===== config.mk =====
export PLATFORM = sky130hd
export DESIGN_NAME = irsq_newton
export DESIGN_NICKNAME = d
export VERILOG_FILES = /design/src/hdl/irsq_pkg.sv /design/src/hdl/irsq_newton.sv
export SDC_FILE = /design/constraint.sdc
export NUM_CORES = 2
export LEC_CHECK = 0
export BUFFER_PORTS_ARGS = -buffer_cell sky130_fd_sc_hd__buf_2
export CAP_MARGIN = 25
export CORE_MARGIN = 2
export CORE_UTILIZATION = 60
export DETAILED_ROUTE_END_ITERATION = 7
export PLACE_DENSITY = 0.8
export SLEW_MARGIN = 20
export SYNTH_ARGS = -nofsm -noshare
export SYNTH_HDL_FRONTEND = slang
export SYNTH_SLANG_ARGS = --single-unit

===== constraint.sdc =====
create_clock -name i_clk -period 7.1 [get_ports i_clk]
set_input_delay 0.71 -clock i_clk [delete_from_list [all_inputs] [get_ports i_clk]]
set_output_delay 0.71 -clock i_clk [all_outputs]
set_load 0.02 [all_outputs]

===== src/hdl/irsq_pkg.sv =====
// Shared widths, constants and the seed table of the reciprocal square root pipeline.
package irsq_pkg;

    localparam int OPER_W = 31;  // operand and result width, 15.16 unsigned
    localparam int FRAC_W = 16;  // fraction bits of the 15.16 format
    localparam int X_W    = 25;  // estimate width, bounded by 1/sqrt of the smallest operand
    localparam int AX_W   = 26;  // a*x in 10.16
    localparam int AXX_W  = 19;  // a*x*x in 3.16
    localparam int TERM_W = 18;  // 3 - a*x*x in 2.16, always positive
    localparam int SEED_W = 16;
    localparam int IDX_W  = 3;
    localparam int SH_W   = 3;
    localparam int POS_W  = 5;

    localparam logic [OPER_W-1:0] SAT_VALUE  = 31'h7fffffff;
    localparam logic [OPER_W-1:0] SMALL_MASK = 31'h7ffffffc;
    localparam logic [SEED_W-1:0] INV_SQRT2  = 16'hb504;
    localparam logic [AXX_W-1:0]  THREE_Q16  = 19'h30000;
    localparam logic [IDX_W-1:0]  IDX_MASK   = 3'h7;

    // 1/(2*sqrt(m)) for m = 0.5 + idx/16, in 0.16
    function automatic logic [SEED_W-1:0] seed_lut(input logic [IDX_W-1:0] idx);
        logic [SEED_W-1:0] seed;
        case (idx)
            3'd0: seed = 16'hb504;
            3'd1: seed = 16'haaaa;
            3'd2: seed = 16'ha1e8;
            3'd3: seed = 16'h9a5f;
            3'd4: seed = 16'h93cd;
            3'd5: seed = 16'h8e00;
            3'd6: seed = 16'h88d6;
            3'd7: seed = 16'h8432;
            default: seed = 16'hb504;
        endcase
        return seed;
    endfunction

endpackage


===== src/hdl/irsq_newton.sv =====
// One Newton-Raphson refinement step for the reciprocal square root, three register stages.
module irsq_newton (
    input  logic                       i_clk,
    input  logic                       i_rst_n,
    input  logic                       i_valid,
    output logic                       o_stall,
    input  logic [irsq_pkg::OPER_W-1:0] i_a,
    input  logic [irsq_pkg::X_W-1:0]    i_x,
    input  logic                       i_sat,
    output logic                       o_valid,
    input  logic                       i_stall,
    output logic [irsq_pkg::OPER_W-1:0] o_a,
    output logic [irsq_pkg::X_W-1:0]    o_x,
    output logic                       o_sat
);
    import irsq_pkg::*;

    // Stage A: a*x
    logic                 r_vld_a;
    logic [AX_W-1:0]      r_ax;
    logic [X_W-1:0]       r_x_a;
    logic [OPER_W-1:0]    r_a_a;
    logic                 r_sat_a;
    // Stage B: a*x*x
    logic                 r_vld_b;
    logic [AXX_W-1:0]     r_axx;
    logic [X_W-1:0]       r_x_b;
    logic [OPER_W-1:0]    r_a_b;
    logic                 r_sat_b;
    // Stage C: (x/2)*(3 - a*x*x)
    logic                 r_vld_c;
    logic [X_W-1:0]       r_x_c;
    logic [OPER_W-1:0]    r_a_c;
    logic                 r_sat_c;

    logic                        rdy_a, rdy_b, rdy_c;
    logic [OPER_W+X_W-1:0]       prod_ax;
    logic [AX_W+X_W-1:0]         prod_axx;
    logic [AXX_W-1:0]            diff;
    logic [TERM_W-1:0]           term;
    logic [X_W-1+TERM_W-1:0]     prod_xn;

    // A stage loads whenever it is empty or the stage after it moves on.
    assign rdy_c   = !r_vld_c || !i_stall;
    assign rdy_b   = !r_vld_b || rdy_c;
    assign rdy_a   = !r_vld_a || rdy_b;
    assign o_stall = !rdy_a;

    assign prod_ax  = i_a * i_x;
    assign prod_axx = r_ax * r_x_a;
    assign diff     = THREE_Q16 - r_axx;
    assign term     = diff[TERM_W-1:0];
    assign prod_xn  = r_x_b[X_W-1:1] * term;

    always_ff @(posedge i_clk) begin
        if (!i_rst_n) begin
            r_vld_a <= 1'b0;
            r_vld_b <= 1'b0;
            r_vld_c <= 1'b0;
        end else begin
            if (rdy_a) begin
                r_vld_a <= i_valid;
            end
            if (rdy_b) begin
                r_vld_b <= r_vld_a;
            end
            if (rdy_c) begin
                r_vld_c <= r_vld_b;
            end
        end
    end

    always_ff @(posedge i_clk) begin
        if (rdy_a) begin
            r_ax    <= prod_ax[FRAC_W +: AX_W];
            r_x_a   <= i_x;
            r_a_a   <= i_a;
            r_sat_a <= i_sat;
        end
        if (rdy_b) begin
            r_axx   <= prod_axx[FRAC_W +: AXX_W];
            r_x_b   <= r_x_a;
            r_a_b   <= r_a_a;
            r_sat_b <= r_sat_a;
        end
        if (rdy_c) begin
            r_x_c   <= prod_xn[FRAC_W +: X_W];
            r_a_c   <= r_a_b;
            r_sat_c <= r_sat_b;
        end
    end

    assign o_valid = r_vld_c;
    assign o_x     = r_x_c;
    assign o_a     = r_a_c;
    assign o_sat   = r_sat_c;

endmodule


==> results_dict.tcl <==
set metrics [dict create \
    drt-pass1-iter-count 6 \
    use_met1_pct 36.96 \
    path_class "reg -> reg" \
    dp.cells 7120 \
    worst_slack_ns -0.4703 \
    insertion_delay_ns 0.63 \
    synth_ff_type "edfxtp_1" \
    ys_seq_area_share_pct 11.82 \
    grt_pass1_wl_um 225400 \
    rsz0062_at_grt "yes" \
    port_buffers 119 \
    busiest_layer "met2" \
    violations "setup timing" \
    syn-num-nets 7455 \
    layout_common_cells "inv_1 (1,425), fa_1 (1,336), nand2_1 (1,020)" \
    drv_slew 0 \
    antenna_found_initial 8 \
    dpl.hpwl_um 115800 \
    run_status "finished, violations left" \
    synthDistinctLibCells 59 \
    core_area_sq_mm 0.09029 \
    n_fill_cell 6687 \
    endpoint "o_x[19]$_DFFE_PP_" \
    htreeDepth 1 \
    totalWireLength_um 136700 \
    hold_depth 1 \
    die_w_um 306.5 \
    final_cells 7193 \
    drt_iter0_drc 2608 \
    core.rowCount 110 \
    grtUsageTotal_pct 30.51 \
    drc 0 \
    synth_area_sq_mm 0.05490 \
    tritoncts "yes" \
    grt.met2_usage_pct 53.83 \
    wl_per_cell_um 19.01 \
    regToRegEndpoint "o_x[19]$_DFFE_PP_" \
    ys.warnings.count 0 \
    cp_slowest_stage_delay_ns 0.52 \
    cts_root_buf "clkbuf_16" \
    drive_above_1_share_pct 10.84 \
    pin_count 120 \
    relSlewSlack_pct 32.83 \
    post-route-min-period_ns 7.570 \
    r2r_cells 29 \
    start_util_pct 60.80 \
    clock_sinks 217 \
    nets 7739 \
    avgSynthCellArea_sq_um 9.609 \
    final_util_pct 67.13 \
    hold_path.class "in -> reg" \
    crit_top_cell "fa_1" \
    use_met3_pct 5.385 \
    start_kind "register" \
    arrival_ns 7.92 \
    ant_nets 0 \
    grt_max_degree 63 \
    synth-edff-count 214 \
    fp.dieArea_sq_mm 0.09393 \
    first_global_vias 44154 \
    synthArstFlopShare_pct 0 \
    worst_slew_pin_slew_ns 1.008 \
    gr-total-overflow 0 \
    place.gp.congestion 0.9513 \
    post_drt_via_cell_ratio 5.452 \
    setup_viol 17 \
    max_cap_violations 0 \
    holdBufCountCts 0 \
    synth_cells 5713 \
    path_clk_slew_ns 0.06 \
    critPathCaptureType "register" \
    ys_ff_latch 217 \
    tns_ns -5.255 \
    r2r_slack_ns -0.47 \
    final-hold-violation-count 0 \
    numCtsBuffers 28 \
    worstSetupStartpoint "r_axx[2]$_DFFE_PP_" \
    clock_skew_ns 0.04066 \
    dieHeight_um 306.5 \
    via_count 39216 \
    reg2reg_from "r_axx[2]$_DFFE_PP_" \
    period_share_pct 106.6 \
    final_common_cell "inv_1" \
    cp_max_fo 4 \
    worst_path_max_delay_cell "fa_1" \
    area_growth_pct 10.41 \
    clockBufferDepth 3 \
    cp.required_ns 7.45 \
    fmax_mhz 132.1 \
]
## stage by stage
stage	hold slack (ns)	setup WS, ns	instance area, sq um
global placement	0.4007	-0.3491	59210
global route	0.2747	-0.7032	60610
floorplan	0.4003	-0.1223	55050
detailed placement	0.4045	-0.4883	59210
finish	0.2933	-0.4703	60610
CTS	0.2571	-0.4182	60260
## Yosys cell counts, types with 7 or more instances
master	instances	area, sq um
inv_1	1432	5375
fa_1	1339	26810
nand2_1	1027	3855
and2_1	631	3948
ha_1	342	4279
clkbuf_1	280	1051
edfxtp_1	214	6426
xnor2_1	104	910.9
a21oi_1	49	245.2
nor2_1	46	172.7
xor2_1	36	315.3
o21ai_0	24	120.1
a21o_1	23	172.7
nor3_1	15	75.07
nand3_1	14	70.07
o21a_1	13	97.59
nand4_1	12	75.07
and3_1	10	62.56
nand2b_1	10	62.56
nor2b_1	7	43.79
o21ai_1	7	35.03
## cell type report
type                    count  area (sq um)  share of cell area (%)
repair buffers            536          3998                   6.596
flip-flops and latches    217          6486                   10.70
well taps                1176          1471                   2.428
clock inverters            18         150.1                  0.2477
multi-input cells        3782         42410                   69.98
clock buffers              30         708.2                   1.168
inverters                1432          5379                   8.875
diodes                      2         5.005                0.008257
## kinds of logic (layout without fill, tap and decap cells)
logic type	after synthesis	count (layout)	synth area share, %
and+or+nand+nor	1797	1797	15.59
buffers and inverters	1714	2016	11.72
adders and majority gates	1681	1681	56.62
DFF	217	217	11.82
AOI/OAI and AO/OA	161	161	1.919
xor gates and xnor gates	142	142	2.313
muxes	1	1	0.01823
other	0	2	0
## routing by layer
metal	part of all wire, %	up-vias
met1	37	20126
met4	4.9	12
met2	51	1694
met3	7.8	455
met5	0.056	-
li1	-	16929
## registers in the layout, summed over array words and instances (netlist names)
name / flops
r_axx: 18
r_x_a: 25
r_x_b: 24
o_sat: 1
o_a: 31
r_sat_b: 1
r_a_b: 31
r_a_a: 31
o_x: 25
o_valid: 1
r_vld_a: 1
r_ax: 26
r_sat_a: 1
r_vld_b: 1
## worst max-delay path: cells and delay by family, from the launching register on
kind | cells | cell delay (ns)
compound gates | 7 | 1.47
flops | 1 | 0.41
buf+inv | 7 | 0.53
fa+ha+maj | 7 | 3.13
xor+xnor | 2 | 0.38
simple gates | 6 | 1.40
## how the worst min path moves through the flow
stage / startpoint / endpoint / slack (ns)
floorplan: r_a_b[0]$_DFFE_PP_ / o_a[0]$_DFFE_PP_ / 0.40
global placement: r_a_a[5]$_DFFE_PN_ / r_a_b[5]$_DFFE_PP_ / 0.40
detailed placement: r_a_b[30]$_DFFE_PP_ / o_a[30]$_DFFE_PP_ / 0.40
CTS: i_valid / r_vld_a$_SDFFE_PN0N_ / 0.26
global route: i_sat / r_sat_a$_DFFE_PN_ / 0.27
finish: i_sat / r_sat_a$_DFFE_PN_ / 0.29
## repair_timing
item | CTS | global route
pin swaps | 12 | 19
setup endpoints to repair | 17 | 26
cloned | 0 | 1
gates resized for setup | 19 | 51
setup buffers | 8 | 14
Power is not shown: default switching activity piles up to over one toggle a cycle in this logic, so the estimate is an artifact.
